--- config.mk ---
export PLATFORM = sky130hd
export DESIGN_NAME = ppm_cell
export DESIGN_NICKNAME = d
export VERILOG_FILES = /design/src/design/palette_pen_mapper_assert.svh /design/src/design/ppm_pkg.sv /design/src/design/ppm_cell.sv
export SDC_FILE = /design/constraint.sdc
export NUM_CORES = 1
export LEC_CHECK = 0
export ABC_AREA = 1
export BUFFER_PORTS_ARGS = -buffer_cell sky130_fd_sc_hd__buf_2
export CAP_MARGIN = 20
export CORE_MARGIN = 1
export CORE_UTILIZATION = 59
export CTS_CLUSTER_SIZE = 10
export DETAILED_ROUTE_END_ITERATION = 12
export HOLD_SLACK_MARGIN = 0.03
export PLACE_DENSITY_LB_ADDON = 0.12
export SKIP_LAST_GASP = 1
export SLEW_MARGIN = 20
export SYNTH_ARGS = -nofsm -noshare
export SYNTH_HDL_FRONTEND = slang
export SYNTH_SLANG_ARGS = --single-unit
--- constraint.sdc ---
create_clock -name clock -period 7.67 [get_ports clock]
set_input_delay 0.3835 -clock clock [delete_from_list [all_inputs] [get_ports clock]]
set_output_delay 0.3835 -clock clock [all_outputs]
set_load 0.01 [all_outputs]
--- src/design/palette_pen_mapper_assert.svh ---
// Assertion macros for the palette pen mapper.
// Used by the top level only; expects a signal named clock and one named reset.
`ifndef PALETTE_PEN_MAPPER_ASSERT_SVH
`define PALETTE_PEN_MAPPER_ASSERT_SVH

// Same-cycle implication.
`define PPM_ASSERT_IMPLIES(lbl, ante, cons) \
   lbl: assert property (@(posedge clock) disable iff (reset) (ante) |-> (cons)) \
      else $error("palette_pen_mapper: check failed");

// Next-cycle implication.
`define PPM_ASSERT_NEXT(lbl, ante, cons) \
   lbl: assert property (@(posedge clock) disable iff (reset) (ante) |=> (cons)) \
      else $error("palette_pen_mapper: check failed");

`endif

--- src/design/ppm_pkg.sv ---
// Shared types, constants and the dominance function of the palette pen mapper.
// No dependencies.
`default_nettype none

package ppm_pkg;

   localparam int PaletteEntriesDefault = 32;
   localparam int CacheDepthDefault     = 256;

   // ceil(2^24 / 11): exact floor division by 11 for sums below 2^20
   localparam logic [20:0] RecipEleven = 21'd1525202;
   localparam int          RecipShift  = 24;

   typedef enum logic [1:0] {
      MODE_LOAD  = 2'd0,
      MODE_CLEAR = 2'd1,
      MODE_MAP   = 2'd2,
      MODE_NONE  = 2'd3
   } mode_type;

   typedef enum logic [0:0] {
      CSR_MATCH_MODE = 1'd0,
      CSR_OPTIMIZE   = 1'd1
   } csr_index_type;

   typedef enum logic [2:0] {
      ST_IDLE,
      ST_SCAN,
      ST_MISS,
      ST_NEAR,
      ST_OUT
   } state_type;

   typedef struct packed {
      logic [1:0]  mode;
      logic [4:0]  palette_index;
      logic [11:0] palette_word;
      logic [7:0]  source_index;
      logic [7:0]  red;
      logic [7:0]  green;
      logic [7:0]  blue;
   } req_type;

   typedef struct packed {
      logic [7:0] pen;
      logic       cache_hit;
      logic [8:0] unique_count;
   } rsp_type;

   // Search token handed from cell to cell
   typedef struct packed {
      logic        valid;
      logic [7:0]  red;
      logic [7:0]  green;
      logic [7:0]  blue;
      logic [2:0]  dom;
      logic [7:0]  best;
      logic [15:0] best_dist;
      logic        found;
   } token_type;

   typedef struct packed {
      logic        en;
      logic [7:0]  idx;
      logic [11:0] word;
   } pal_wr_type;

   // Returns {red, green, blue} dominance flags
   function automatic logic [2:0] dom3(input logic [7:0] r, input logic [7:0] g,
                                       input logic [7:0] b);
      logic [9:0]  tot;
      logic [11:0] r10, g10, b10, r13, g13, b13;
      logic [10:0] r5, g5, b5;
      logic [2:0]  res;
      tot = 10'(r) + 10'(g) + 10'(b);
      r10 = 12'(r) * 12'd10;
      g10 = 12'(g) * 12'd10;
      b10 = 12'(b) * 12'd10;
      r13 = 12'(r) * 12'd13;
      g13 = 12'(g) * 12'd13;
      b13 = 12'(b) * 12'd13;
      r5  = 11'(r) * 11'd5;
      g5  = 11'(g) * 11'd5;
      b5  = 11'(b) * 11'd5;
      // c > tot/5 is the same as 5c > tot
      res[2] = (r10 > g13) && (r10 > b13) && (r5 > 11'(tot));
      res[1] = (g10 > r13) && (g10 > b13) && (g5 > 11'(tot));
      res[0] = (b10 > r13) && (b10 > g13) && (b5 > 11'(tot));
      if (tot < 10'd30) begin
         res = 3'b000;
      end
      return res;
   endfunction

endpackage

`default_nettype wire

--- src/design/ppm_cell.sv ---
// One palette cell: holds one entry and scores the passing search token in two stages.
// Depends on ppm_pkg.
`default_nettype none

module ppm_cell
   import ppm_pkg::*;
#(
   parameter int CellIdx = 0
) (
   input  wire logic       clock,
   input  wire logic       reset,
   input  wire pal_wr_type pal_wr,
   input  wire token_type  tok_i,
   output token_type       tok_o
);

   logic [11:0] word_ff;
   logic [2:0]  pdom_ff;
   token_type   a_tok_ff, a_tok_in, b_tok_ff, b_tok_in;
   logic [19:0] a_ws_ff, a_ws_in;
   logic        a_skip_ff, a_skip_in;

   logic [7:0]  pr, pg, pb, ar, ag, ab;
   logic [15:0] sr, sg, sb, q;
   logic [40:0] prod;

   always_ff @(posedge clock) begin
      if (pal_wr.en && pal_wr.idx == 8'(CellIdx)) begin
         word_ff <= pal_wr.word;
         pdom_ff <= dom3({pal_wr.word[11:8], pal_wr.word[11:8]},
                         {pal_wr.word[7:4], pal_wr.word[7:4]},
                         {pal_wr.word[3:0], pal_wr.word[3:0]});
      end
   end

   // Stage A: weighted squared distance and the dominance filter
   always_comb begin
      pr = {word_ff[11:8], word_ff[11:8]};
      pg = {word_ff[7:4], word_ff[7:4]};
      pb = {word_ff[3:0], word_ff[3:0]};
      ar = (tok_i.red > pr) ? tok_i.red - pr : pr - tok_i.red;
      ag = (tok_i.green > pg) ? tok_i.green - pg : pg - tok_i.green;
      ab = (tok_i.blue > pb) ? tok_i.blue - pb : pb - tok_i.blue;
      sr = 16'(ar) * 16'(ar);
      sg = 16'(ag) * 16'(ag);
      sb = 16'(ab) * 16'(ab);
      a_ws_in = 20'(sr) * 20'd3 + 20'(sg) * 20'd6 + 20'(sb) * 20'd2;
      a_skip_in = (tok_i.dom[1] && !pdom_ff[1]) || (tok_i.dom[2] && !pdom_ff[2]) ||
                  (tok_i.dom[0] && !pdom_ff[0]);
      a_tok_in = tok_i;
   end

   // Stage B: divide by 11 and keep the lowest index on ties
   always_comb begin
      prod = 41'(a_ws_ff) * 41'(RecipEleven);
      q = 16'(prod >> RecipShift);
      b_tok_in = a_tok_ff;
      if (!a_skip_ff && (!a_tok_ff.found || q < a_tok_ff.best_dist)) begin
         b_tok_in.best      = 8'(CellIdx);
         b_tok_in.best_dist = q;
         b_tok_in.found     = 1'b1;
      end
   end

   always_ff @(posedge clock) begin
      if (reset) begin
         a_tok_ff <= '0;
         b_tok_ff <= '0;
      end else begin
         a_tok_ff <= a_tok_in;
         b_tok_ff <= b_tok_in;
      end
      a_ws_ff   <= a_ws_in;
      a_skip_ff <= a_skip_in;
   end

   assign tok_o = b_tok_ff;

endmodule

`default_nettype wire

=== Yosys cells after proc, flatten, opt, wreduce, memory -nomap -nowiden ===
Cells that the tools add are included.

* $add $sub $neg: 10
* $mul: 15
* $lt $le $gt $ge: 14
* Mux-type cells: 4
* Reductions and logical operators: 21

{| class="wikitable"
|+ Operators by type and width
! kind !! count
|-
| greater-than comparator 12 bit || 6
|-
| multiplier 8 x 3 -> 11 bit, second input constant || 6
|-
| multiplier 8 x 8 -> 16 bit || 3
|-
| subtractor 8 bit || 6
|-
| multiplier 20 x 20 -> 39 bit, second input constant || 1
|-
| multiplier 16 x 2 -> 18 bit, second input constant || 2
|-
| multiplier 8 x 4 -> 12 bit, second input constant || 3
|-
| greater-than comparator 11 x 10 -> 1 bit || 3
|-
| greater-than comparator 8 bit || 3
|-
| 2-to-1 mux 8 bit || 3
|-
| adder 18 x 19 -> 20 bit || 1
|-
| adder 20 x 17 -> 20 bit || 1
|-
| 2-to-1 mux 17 bit || 1
|-
| < comparator 16 bit || 1
|-
| logical AND 1 bit || 11
|-
| adder 9 x 8 -> 10 bit || 1
|-
| < comparator 10 x 5 -> 1 bit, second input constant || 1
|-
| adder 8 x 8 -> 9 bit || 1
|-
| zero test 8 bit || 1
|-
| zero test 1 bit || 5
|-
| logical OR 1 bit || 3
|-
| OR reduction 2 bit || 1
|}

* Bits in registers: 142
* Output and inout port bits: 53

=== Depth between registers and ports, before layout ===
Gate-level depths: netlist of the first run.

* Depth after elaboration: 6
* Depth in mapped cells: 49

=== Worst setup path before layout of the first run ===
Ideal clock, no wire load.

* Kind: input-to-reg
* Start: in tok_i[44] in the netlist's numbering
* End: reg a_ws_ff[19]
* Setup time: 0.119 ns
* Arrival time: 7.926 ns
* Setup slack: -0.376 ns
* Stages on the path: 38
* Buffers on the path: 0
* Path through: inv_1 > ha_1 > inv_1 > fa_1 > inv_1 > o21ai_1 > nand2_1 > o211ai_2 > nand2_4 > mux2i_1 > xor2_1 > nor2_1 > fa_1 > fa_1 > fa_1 > inv_1 > fa_1 > inv_1 > (+2 left out) > a21boi_0 > inv_1 > a21oi_1 > o21ai_0 > nand2_1 > nand2_1 > a21oi_1 > xor2_1 > fa_1 > fa_1 > inv_1 > ha_1 > a21oi_1 > nand2_1 > a211oi_1 > nor2_1 > a21oi_1 > o21bai_1

* Cells in the longest elaborated chain, start to end: 6
* Elaborated cells between the ends (all ways): 8
* Classes of those cells: add/sub: 4; mul: 2; order compare: 1; mux: 1

{| class="wikitable"
|+ RTL lines
! element !! line !! source
|-
| start, declared || ppm_cell.sv:13 || <nowiki>input wire token_type tok_i,</nowiki>
|-
| subtractor 8 bit / greater-than comparator 8 bit (equally long branches) || ppm_cell.sv:41 || <nowiki>ar = (tok_i.red > pr) ? tok_i.red - pr : pr - tok_i.red;</nowiki>
|-
| 2-to-1 mux 8 bit (*) || ppm_cell.sv:41 ||
|-
| multiplier 8 x 8 -> 16 bit (*) || ppm_cell.sv:44 || <nowiki>sr = 16'(ar) * 16'(ar);</nowiki>
|-
| multiplier 16 x 2 -> 18 bit (*) || ppm_cell.sv:47 || <nowiki>a_ws_in = 20'(sr) * 20'd3 + 20'(sg) * 20'd6 + 20'(sb) * 20'd2;</nowiki>
|-
| adder 18 x 19 -> 20 bit (*) || ppm_cell.sv:47 ||
|-
| adder 20 x 17 -> 20 bit (*) || ppm_cell.sv:47 ||
|-
| via a_ws_in[19] || ppm_cell.sv:20 || <nowiki>logic [19:0] a_ws_ff, a_ws_in;</nowiki>
|-
| end signal, assigned || ppm_cell.sv:73 || <nowiki>a_ws_ff <= a_ws_in;</nowiki>
|-
| end, declared || ppm_cell.sv:20 ||
|}

Mark *: on every way through the listed nets, which the timed path passes. The rest lies on a longest branch.
A chain may end at the register's enable or synchronous reset.

=== Final worst setup path of the first run ===
* Start: reg word_ff[4]
* End: reg a_ws_ff[19]

* Cells in the longest elaborated chain, start to end: 6
* Elaborated cells between the ends (all ways): 8
* Classes of those cells: add/sub: 4; mul: 2; order compare: 1; mux: 1

{| class="wikitable"
|+ RTL lines
! element !! line !! source
|-
| start, declared || ppm_cell.sv:17 || <nowiki>logic [11:0] word_ff;</nowiki>
|-
| start signal, assigned || ppm_cell.sv:29 || <nowiki>word_ff <= pal_wr.word;</nowiki>
|-
| subtractor 8 bit / greater-than comparator 8 bit (equally long branches) || ppm_cell.sv:42 || <nowiki>ag = (tok_i.green > pg) ? tok_i.green - pg : pg - tok_i.green;</nowiki>
|-
| 2-to-1 mux 8 bit (*) || ppm_cell.sv:42 ||
|-
| multiplier 8 x 8 -> 16 bit (*) || ppm_cell.sv:45 || <nowiki>sg = 16'(ag) * 16'(ag);</nowiki>
|-
| multiplier 16 x 2 -> 18 bit (*) || ppm_cell.sv:47 ||
|-
| adder 18 x 19 -> 20 bit (*) || ppm_cell.sv:47 ||
|-
| adder 20 x 17 -> 20 bit (*) || ppm_cell.sv:47 ||
|-
| via a_ws_in[19] || ppm_cell.sv:20 ||
|}

Marked as above.

==> results of run 1 <==
[per-stage QoR]
step                      hold WS, ns  utilization  area [um2]  TNS [ns]  worst slack (ns)
after CTS                       0.102        0.726       30400    -0.450            -0.185
after floorplan                 0.388            -       25400         0           0.00809
after detailed placement        0.395        0.690       29000     -2.85            -0.536
after global placement          0.390        0.690       29000     -1.41            -0.348
final                           0.122        0.743       31200     -1.42            -0.337
after global routing            0.117        0.743       31200     -4.26            -0.707
[final cells by class]
class,instances,share of cell area
sequential,142,0.0964
multi-input combinational,2096,0.660
clock inverter,15,0.00478
clock buffer,17,0.0137
inverter,739,0.0894
timing repair buffer,504,0.115
tap,539,0.0216
[per-layer routing]
layer,wire length [um],global-route usage,vias to the layer above
li1,-,-,10477
met1,26000,0.341,10348
met2,33700,0.562,481
met3,2180,0.0323,137
met4,2050,0.107,0
met5,0,0,-
[worst max path at each step]
stage                from           to  slack (ns)
6_report       word_ff[4]  a_ws_ff[19]       -0.34
5_1_grt        word_ff[4]  a_ws_ff[19]       -0.71
4_1_cts        word_ff[5]  a_ws_ff[19]       -0.19
3_5_place_dp    tok_i[28]  a_ws_ff[19]       -0.54
3_3_place_gp    tok_i[36]  a_ws_ff[18]       -0.35
2_1_floorplan  word_ff[0]  a_ws_ff[18]       0.008
[registers in the layout, summed over array words and instances, names as in the netlist]
| signal | count |
|---|---|
| a_skip_ff | 1 |
| a_tok_ff | 53 |
| a_ws_ff | 20 |
| pdom_ff | 3 |
| tok_o | 53 |
| word_ff | 12 |
[timing repair]
| item | CTS | global route |
|---|---|---|
| endpoints found under the setup margin | 8 | 34 |
| resized for setup | 140 | 129 |
| setup buffers | 28 | 27 |
| pin swaps | 94 | 71 |
[Yosys cell counts (12+ instances only)]
cell	instances
xnor2_1	38
o21bai_1	20
o21ai_0	55
dfxtp_1	127
nand2_1	325
nand4_1	38
fa_1	269
inv_2	12
a21o_1	19
clkbuf_1	15
edfxtp_1	15
nand3_1	76
a21oi_1	183
a211oi_1	14
nor3_1	15
o21ai_1	21
inv_1	725
nor2_1	243
ha_1	569
xor2_1	114
[cells by family (layout without fill, tap and decap cells)]
group / Yosys count / count (layout) / share of synthesized area
AOI/OAI and AO/OA: 356 / 356 / 0.0825
adders and majority gates: 838 / 838 / 0.497
and+or+nand+nor: 736 / 736 / 0.124
DFF: 142 / 142 / 0.119
xor gates and xnor gates: 161 / 161 / 0.0588
muxes: 5 / 5 / 0.00214
buffers and inverters: 767 / 1275 / 0.116
[critical path: cells and delay by family, from the launching register on]
| family | cells | cell delay (ns) |
|---|---|---|
| flops | 1 | 0.46 |
| fa+ha+maj | 9 | 3.54 |
| simple gates | 11 | 1.02 |
| mux | 1 | 0.31 |
| buf+inv | 9 | 0.85 |
| xor+xnor | 4 | 0.93 |
| compound gates | 6 | 0.77 |
==> impl_results.md, run 1 <==
* CTS tree: built
* Dpl cells at 3967
* Fillers at 3109
* Routed Antenna Nets at 0
* F_max at 125 MHz
* Core area at 41900 um2
* Drt first pass iters at 7
* Maximum fanout along the worst path at 7
* Worst slew margin at 0.334
* Worst hold path type: in2reg
* R2R setup slack at -0.34 ns
* # setup viols final at 7
* Tightest Pin Transition at 0.997 ns
* Most common cell after layout, fill and taps aside: inv_1
* First-pass GRT wire length at 104 mm
* Failing checks: setup timing
* CP required at 8.03 ns
* Most used cell, CP: fa_1
* Worst r2r path cells at 40
* Slowest CP cell: fa_1
* FF+latch count, synth at 142
* Worst Hold Launch: tok_i[21]
* Total track usage at 0.297
* Post-Synthesis Cells at 3005
* Routed wire per std cell at 15.8 um
* Net count of the mapped netlist at 3919
* Vias in the first global route at 22683
* Clk buf depth at 2
* Worst skew pair latency at 0.46 ns
* Antenna Diode Count at 0
* Die Y at 208 um
* Worst Hold End: a_tok_ff[21]
* Row Count at 75
* Worst Setup End Kind: register
* Clk_skew at 0.0156 ns
* Top post-synthesis cells by area: ha_1, fa_1, inv_1, dfxtp_1, nand2_1
* Max incr delay on CP at 0.53 ns
* Number of synthesized flops with an enable pin at 15
* Hold Violations, Final at 0
* Final Worst Setup Slack at -0.337 ns
* DRT Wirelength at 63.9 mm
* Synth area leader: ha_1
* Register area at 3000 um2
* Share of cells above drive strength 1 at 0.235
* Fin crit period at 8.01 ns
* DRC errors left at 0
* MaxCap Viol Count at 0
* Commonest non-fill, non-tap cells in the layout: inv_1, ha_1, buf_4, nand2_1, fa_1
* R2r startpoint: word_ff[4]
* Largest net degree at the start of global routing at 84
* Syn_area_per_cell at 8.37 um2
* Total CTS buffers at 17
* Status: finished, violations left
* Unrepaired setup endpoints after global routing: yes
* Initial antenna violation count at 0
* Count of cell types in the netlist at 57
* Final Max Tran Viols at 0
* Hold-fix buffers, CTS at 0
* Sequential cell area fraction in the yosys report at 0.119
* Area of the multi-input gates at 20500 um2
* Port buffer count at 128
* Mapped cell area at 25100 um2
* Vias/cell at 5.29
* Post-synth ARST share at 0
* Vias at 21443
* Io pins at 129
* Reg clk slew, reported paths at 0.07 ns
* Post-Layout Cell Count at 4052
* Ys flop type: dfxtp_1
* CTS H-tree lvls at 4
* Die X at 208 um
* Hold Crit Depth at 3
* Post-layout net count at 4414
* Worst Setup Start Kind: register
* Hpwl dp at 52.2 mm
* CTS sink count at 142
* GPL Wtd Cong at 0.971
* Die area at 43400 um2
* Share of the synthesized area in the top cell type at 0.283
* CTS root buffer: clkbuf_16
* GRT Residual Overflow at 0
* Synth Warn # at 0
* Initial Util at 0.599
* DRT iter0 DRCs at 952
* Area Overhead vs Synth at 23.9%
* CP Class: reg2reg
* R2r endpoint: a_ws_ff[19]
* Crit path DAT at 8.36 ns
* Final critical-path share of the clock period at 1.04
Power of run 1 is not shown: default switching activity piles up to over one toggle a cycle in this logic, so the estimate is an artifact.
==> inputs of run 2 (changes only) <==
Settings changed: ABC_AREA 1 to unset, CORE_UTILIZATION 59 to 30.
==> run 2 against run 1 <==
  * The run still ends with setup timing left
  * Clock skew up 0.0038 ns
  * Critical path type unchanged
  * Critical endpoint is now a_ws_ff[18]
  * Worst hold slack better by 0.0045 ns
  * Area after synthesis down 1.1%
  * Highest routed layer unchanged
  * Global-route usage down 13 points
  * Die area up 94%
  * Sequential cell count unchanged
==> impl_results.md, run 2 <==
* Clk buf depth at 2 (unchanged)
* Post-synthesis mux area share at 0.00785 (was 0.00214)
* Synth area leader: ha_1 (unchanged)
* Fillers at 8150 (was 3109)
* MaxCap Viol Count at 0 (unchanged)
* Slowest CP cell: fa_1 (unchanged)
* FF+latch count, synth at 142 (unchanged)
* Row Count at 105 (was 75)
* Total CTS buffers at 17 (unchanged)
* Fin crit period at 8.45 ns (was 8.01 ns)
* DRT Wirelength at 68.2 mm (was 63.9 mm)
* Most used cell, CP: fa_1 (unchanged)
* Vias in the first global route at 21644 (was 22683)
* Most common cell after layout, fill and taps aside: ha_1 (was inv_1)
* Number of synthesized flops with an enable pin at 15 (unchanged)
* Commonest non-fill, non-tap cells in the layout: ha_1, inv_1, buf_4, fa_1, nor2_1 (was inv_1, ha_1, buf_4, nand2_1, fa_1)
* Sequential cell area fraction in the yosys report at 0.120 (was 0.119)
* Port buffer count at 128 (unchanged)
* CP Class: reg2reg (unchanged)
* Net count of the mapped netlist at 3615 (was 3919)
* Die area at 84100 um2 (was 43400 um2)
* Crit path DAT at 8.80 ns (was 8.36 ns)
* Clk_skew at 0.0195 ns (was 0.0156 ns)
* Initial antenna violation count at 1 (was 0)
* Wire length on met2 at 33.6 mm (was 33.7 mm)
* CTS root buffer: clkbuf_16 (unchanged)
* Worst Setup End Kind: register (unchanged)
* Top Layer Used: met4 (unchanged)
* First-pass GRT wire length at 111 mm (was 104 mm)
* Maximum fanout along the worst path at 6 (was 7)
* Post-Synthesis Cells at 2701 (was 3005)
* Vias at 20240 (was 21443)
* Routed wire per std cell at 15.4 um (was 15.8 um)
* Initial Util at 0.303 (was 0.599)
* Synth Area in Compound Gates at 0.113 (was 0.0825)
* Area Overhead vs Synth at 33.1% (was 23.9%)
* DP Worst Slack at -0.966 ns (was -0.536 ns)
* Main combinational cell family by area after synthesis: adder cells (unchanged)
* Post-layout net count at 4248 (was 4414)
* Die X at 290 um (was 208 um)
* Final Max Tran Viols at 0 (unchanged)
* Reg clk slew, reported paths at 0.08 ns (was 0.07 ns)
* DRT iter0 DRCs at 700 (was 952)
* Post-synth ARST share at 0 (unchanged)
* Mapped cell area at 24900 um2 (was 25100 um2)
* Max incr delay on CP at 0.52 ns (was 0.53 ns)
* CTS tree: built (unchanged)
* Worst Setup Start Kind: register (unchanged)
* Vias/cell at 4.58 (was 5.29)
* Drt first pass iters at 5 (was 7)
* Hold-fix buffers, CTS at 0 (unchanged)
* Share of cells above drive strength 1 at 0.295 (was 0.235)
* Io pins at 129 (unchanged)
* Syn_area_per_cell at 9.21 um2 (was 8.37 um2)
* Cell with the most instances after synthesis: ha_1 (was inv_1)
* Routed wl met3 at 1.67 mm (was 2.18 mm)
* Post-Synth XOR/XNOR Area at 0.0532 (was 0.0588)
* Final Worst Setup Slack at -0.777 ns (was -0.337 ns)
* Final critical-path share of the clock period at 1.10 (was 1.04)
* Worst hold path type: in2reg (unchanged)
* Synth top cells by count: ha_1, inv_1, fa_1 (was inv_1, ha_1, nand2_1)
* Synth Warn # at 0 (unchanged)
* F_max at 118 MHz (was 125 MHz)
* Top post-synthesis cells by area: ha_1, fa_1, dfxtp_1, inv_1, xnor2_1 (was ha_1, fa_1, inv_1, dfxtp_1, nand2_1)
* Status: finished, violations left (unchanged)
* DRC errors left at 0 (unchanged)
* GPL Wtd Cong at 0.853 (was 0.971)
* Failing checks: setup timing (unchanged)
* Worst slew margin at 0.500 (was 0.334)
* CTS H-tree lvls at 4 (unchanged)
* Unrepaired setup endpoints after global routing: yes (unchanged)
* CP required at 8.02 ns (was 8.03 ns)
* Metal-1 WL at 32.0 mm (was 26.0 mm)
* Tightest Pin Transition at 0.744 ns (was 0.997 ns)
* # setup viols final at 32 (was 7)
* Largest net degree at the start of global routing at 52 (was 84)
* Routed Antenna Nets at 0 (unchanged)
* Synth Area in Adders at 0.503 (was 0.497)
* Total track usage at 0.164 (was 0.297)
* Hpwl dp at 58.6 mm (was 52.2 mm)
* Die Y at 290 um (was 208 um)
* CTS sink count at 142 (unchanged)
* Synth Area in Simple Gates at 0.116 (was 0.124)
* Hold Violations, Final at 0 (unchanged)
* Core area at 82100 um2 (was 41900 um2)
* GRT Residual Overflow at 0 (unchanged)
* Ys flop type: dfxtp_1 (unchanged)
* Share of the synthesized area in the top cell type at 0.286 (was 0.283)
* Worst skew pair latency at 0.47 ns (was 0.46 ns)
* Count of cell types in the netlist at 88 (was 57)
[run 2: cell types whose count changed in the layout (fill, tap and decap cells not counted), moves of 36 or more]
| cell | delta |
|---|---|
| a21oi_1 | -56 |
| inv_1 | -159 |
| nand3_1 | -47 |
| nand2_1 | -254 |
| xor2_1 | -63 |
| nor2_1 | -54 |
| nor2b_1 | +90 |
| buf_4 | +135 |
| xnor2_1 | +36 |
[run 2: cell families after synthesis]
kind of cell,Yosys count
XOR/XNOR,145
AO/OA/AOI/OAI,429
multiplexers,19
adder cells (fa/ha/maj),838
AND/OR/NAND/NOR,558
buffers and inverters,570
flip-flops,142
[run 2: metal layers]
metal  vias to the layer above  GRT usage
met2                       241      0.290
li1                      10224          -
met1                      9718      0.215
met5                         -          0
met3                        57     0.0190
met4                         0     0.0340
[run 2: repair_timing]
| action | CTS | global route |
|---|---|---|
| gates resized for setup | 111 | 189 |
| cloned | 1 | 0 |
| setup buffers | 29 | 29 |
| endpoints found under the setup margin | 34 | 37 |
| pin swaps | 96 | 136 |
| endpoints found under the hold margin | 0 | 0 |
[run 2: through the flow]
stage | TNS, ns | hold slack (ns) | utilization | std cells | cell area, um2
global route | -22.51 | 0.102 | 0.403 | 4418 | 33100
detailed placement | -21.57 | 0.422 | 0.374 | 4333 | 30700
finish | -12.14 | 0.126 | 0.403 | 4418 | 33100
floorplan | -1.25 | 0.413 | - | 2701 | 25300
CTS | -13.13 | 0.0912 | 0.390 | 4394 | 32000
global placement | -19.73 | 0.423 | 0.374 | 4333 | 30700
[run 2: area by class of cell]
class                      count  area (um2)  share of cell area
antenna                        1        2.50           0.0000756
clock buffer                  18         439              0.0133
clock inverter                14         163             0.00491
inverter                     545        2060              0.0622
multi-input combinational   1989       21400               0.647
sequential                   142        3020              0.0911
tap                         1070        1340              0.0404
timing repair buffer         639        4680               0.141
[run 2: path summary, 6_finish.rpt]
kind / depth (start not counted) / slack [ns] / from / endpoint
max: 39 / -0.78 / word_ff[4] / a_ws_ff[18]
min: 2 / 0.13 / tok_i[0] / a_tok_ff[0]
max reg2reg: 39 / -0.78 / word_ff[4] / a_ws_ff[18]
min reg2reg: 1 / 0.43 / a_tok_ff[27] / tok_o[27]
[run 2: critical path, delay by kind of cell (launching register included)]
family / cells / cell delay [ns]
DFF: 1 / 0.44
xor gates and xnor gates: 1 / 0.15
and+or+nand+nor: 9 / 1.36
buffers and inverters: 8 / 0.65
AOI/OAI and AO/OA: 11 / 1.95
adders and majority gates: 10 / 3.78
Power of run 2 is left out for the same reason.
==> inputs of run 3 (changes only) <==
Settings changed: SETUP_SLACK_MARGIN set to 0.5.
==> run 3 against run 2 <==
  * The run still ends with setup timing left
  * Maximum frequency decreased by 0.45%
  * Critical path depth is 2 higher
  * Die area stayed put
  * Register-to-register slack got worse by 0.04 ns
  * Utilization is 0.18 points higher
  * Clock-buffer cell count stayed put
  * Cell area rose by 0.43%
  * Sequential share of layout area about the same
  * Wire length decreased by 1.9%
  * Global-route usage shrank 0.17 points
  * Highest routed layer is now met5
  * Final cell count grew 0.57%
==> impl_results.md, run 3 (synthesis results as in run 2) <==
* Final Worst Setup Slack at -0.816 ns (was -0.777 ns)
* Port buffer count at 128 (unchanged)
* First-pass GRT wire length at 110 mm (was 111 mm)
* Worst path top cell family by delay: adder cells (unchanged)
* Max incr delay on CP at 0.52 ns (about the same)
* Slowest CP cell: fa_1 (unchanged)
* Routed wire per std cell at 15.1 um (was 15.4 um)
* Status: finished, violations left (unchanged)
* Unrepaired setup endpoints after global routing: yes (unchanged)
* Final critical-path share of the clock period at 1.11 (was 1.10)
* Die area at 84100 um2 (unchanged)
* GRT Residual Overflow at 0 (unchanged)
* DP Worst Slack at -0.986 ns (was -0.966 ns)
* Vias at 20209 (was 20240)
* CTS sink count at 142 (unchanged)
* Core area at 82100 um2 (unchanged)
* Die Y at 290 um (unchanged)
* Fin crit period at 8.49 ns (was 8.45 ns)
* Clk buf depth at 2 (unchanged)
* # setup viols final at 33 (was 32)
* Area Overhead vs Synth at 33.7% (was 33.1%)
* Antenna Diode Count at 0 (was 1)
* Largest net degree at the start of global routing at 58 (was 52)
* Reg clk slew, reported paths at 0.08 ns (about the same)
* Crit path DAT at 8.86 ns (was 8.80 ns)
* Row Count at 105 (unchanged)
* DRT iter0 DRCs at 654 (was 700)
* Maximum fanout along the worst path at 7 (was 6)
* Final Hold Slack at 0.116 ns (was 0.126 ns)
* DRC errors left at 0 (unchanged)
* Clk_skew at 0.0247 ns (was 0.0195 ns)
* Hold Violations, Final at 0 (unchanged)
* Io pins at 129 (unchanged)
* Vias in the first global route at 21865 (was 21644)
* CP Class: reg2reg (unchanged)
* DRT Wirelength at 66.9 mm (was 68.2 mm)
* Worst Setup Start Kind: register (unchanged)
* Most used cell, CP: fa_1 (unchanged)
* Area of the multi-input gates at 21400 um2 (unchanged)
* CP required at 8.04 ns (was 8.02 ns)
* Hold-fix buffers, CTS at 0 (unchanged)
* Most common cell after layout, fill and taps aside: ha_1 (unchanged)
* MaxCap Viol Count at 0 (unchanged)
* Worst Setup End Kind: register (unchanged)
* Total CTS buffers at 17 (unchanged)
* Worst skew pair latency at 0.49 ns (was 0.47 ns)
* Failing checks: setup timing (unchanged)
* F_max at 118 MHz (about the same)
* Commonest non-fill, non-tap cells in the layout: ha_1, inv_1, buf_4, fa_1, nor2_1 (unchanged)
* GPL Wtd Cong at 0.881 (was 0.853)
* Drt first pass iters at 5 (unchanged)
* Vias/cell at 4.55 (was 4.58)
* Total track usage at 0.163 (was 0.164)
* Post-layout net count at 4275 (was 4248)
* Initial Util at 0.303 (unchanged)
* Share of cells above drive strength 1 at 0.299 (was 0.295)
* Worst hold path type: in2reg (unchanged)
* Worst slew margin at 0.539 (was 0.500)
* CTS H-tree lvls at 4 (unchanged)
* CTS root buffer: clkbuf_16 (unchanged)
* Final Max Tran Viols at 0 (unchanged)
* Setup TNS at -15.81 ns (was -12.14 ns)
* Routed Antenna Nets at 0 (unchanged)
* Fillers at 8217 (was 8150)
* Crit path buffers/inverters at 7 (was 8)
* Initial antenna violation count at 1 (unchanged)
* Final Util at 0.405 (was 0.403)
* CTS tree: built (unchanged)
* Die X at 290 um (unchanged)
* R2R setup slack at -0.82 ns (was -0.78 ns)
* Register area at 3020 um2 (about the same)
* Hpwl dp at 57.4 mm (was 58.6 mm)
* Tightest Pin Transition at 0.690 ns (was 0.744 ns)
run 3: final timing paths:
path / from / to / depth (start not counted)
setup / recovery: word_ff[5] / a_ws_ff[18] / 41
hold reg to reg: a_tok_ff[26] / tok_o[26] / 1
hold / removal: tok_i[20] / a_tok_ff[20] / 2
setup reg to reg: word_ff[5] / a_ws_ff[18] / 41
run 3: worst reg2reg max path, delay by kind of cell (launching register included):
family | cells | cell delay [ns]
AOI/OAI and AO/OA | 12 | 1.89
xor gates and xnor gates | 3 | 0.41
adders and majority gates | 9 | 3.47
buffers and inverters | 7 | 0.78
DFF | 1 | 0.48
and+or+nand+nor | 10 | 1.38
run 3: routing by layer:
layer	track usage	wire length [um]	vias to the layer above
met2	0.288	33000	201
met5	0	14	-
met1	0.208	31300	9678
met3	0.0205	1460	59
met4	0.0406	1130	2
li1	-	-	10269
run 3: final cells by class:
type	count	share of cell area
multi-input combinational	1992	0.644
timing repair buffer	663	0.146
clock buffer	18	0.0132
clock inverter	13	0.00354
inverter	545	0.0620
sequential	142	0.0909
tap	1070	0.0402
run 3: repair_timing:
item                                    in CTS  in global routing
gates cloned                                 3                  1
buffers inserted                            34                 20
gates resized for setup                    181                 94
endpoints found under the setup margin      37                 38
pin swaps                                  134                 90
run 3: per-stage QoR:
stage                     area (um2)  std cells
after floorplan                25400       2701
after global placement         30900       4354
after detailed placement       30900       4354
after CTS                      32600       4422
after global routing           33300       4443
final                          33300       4443
Power of run 3 is left out for the same reason.
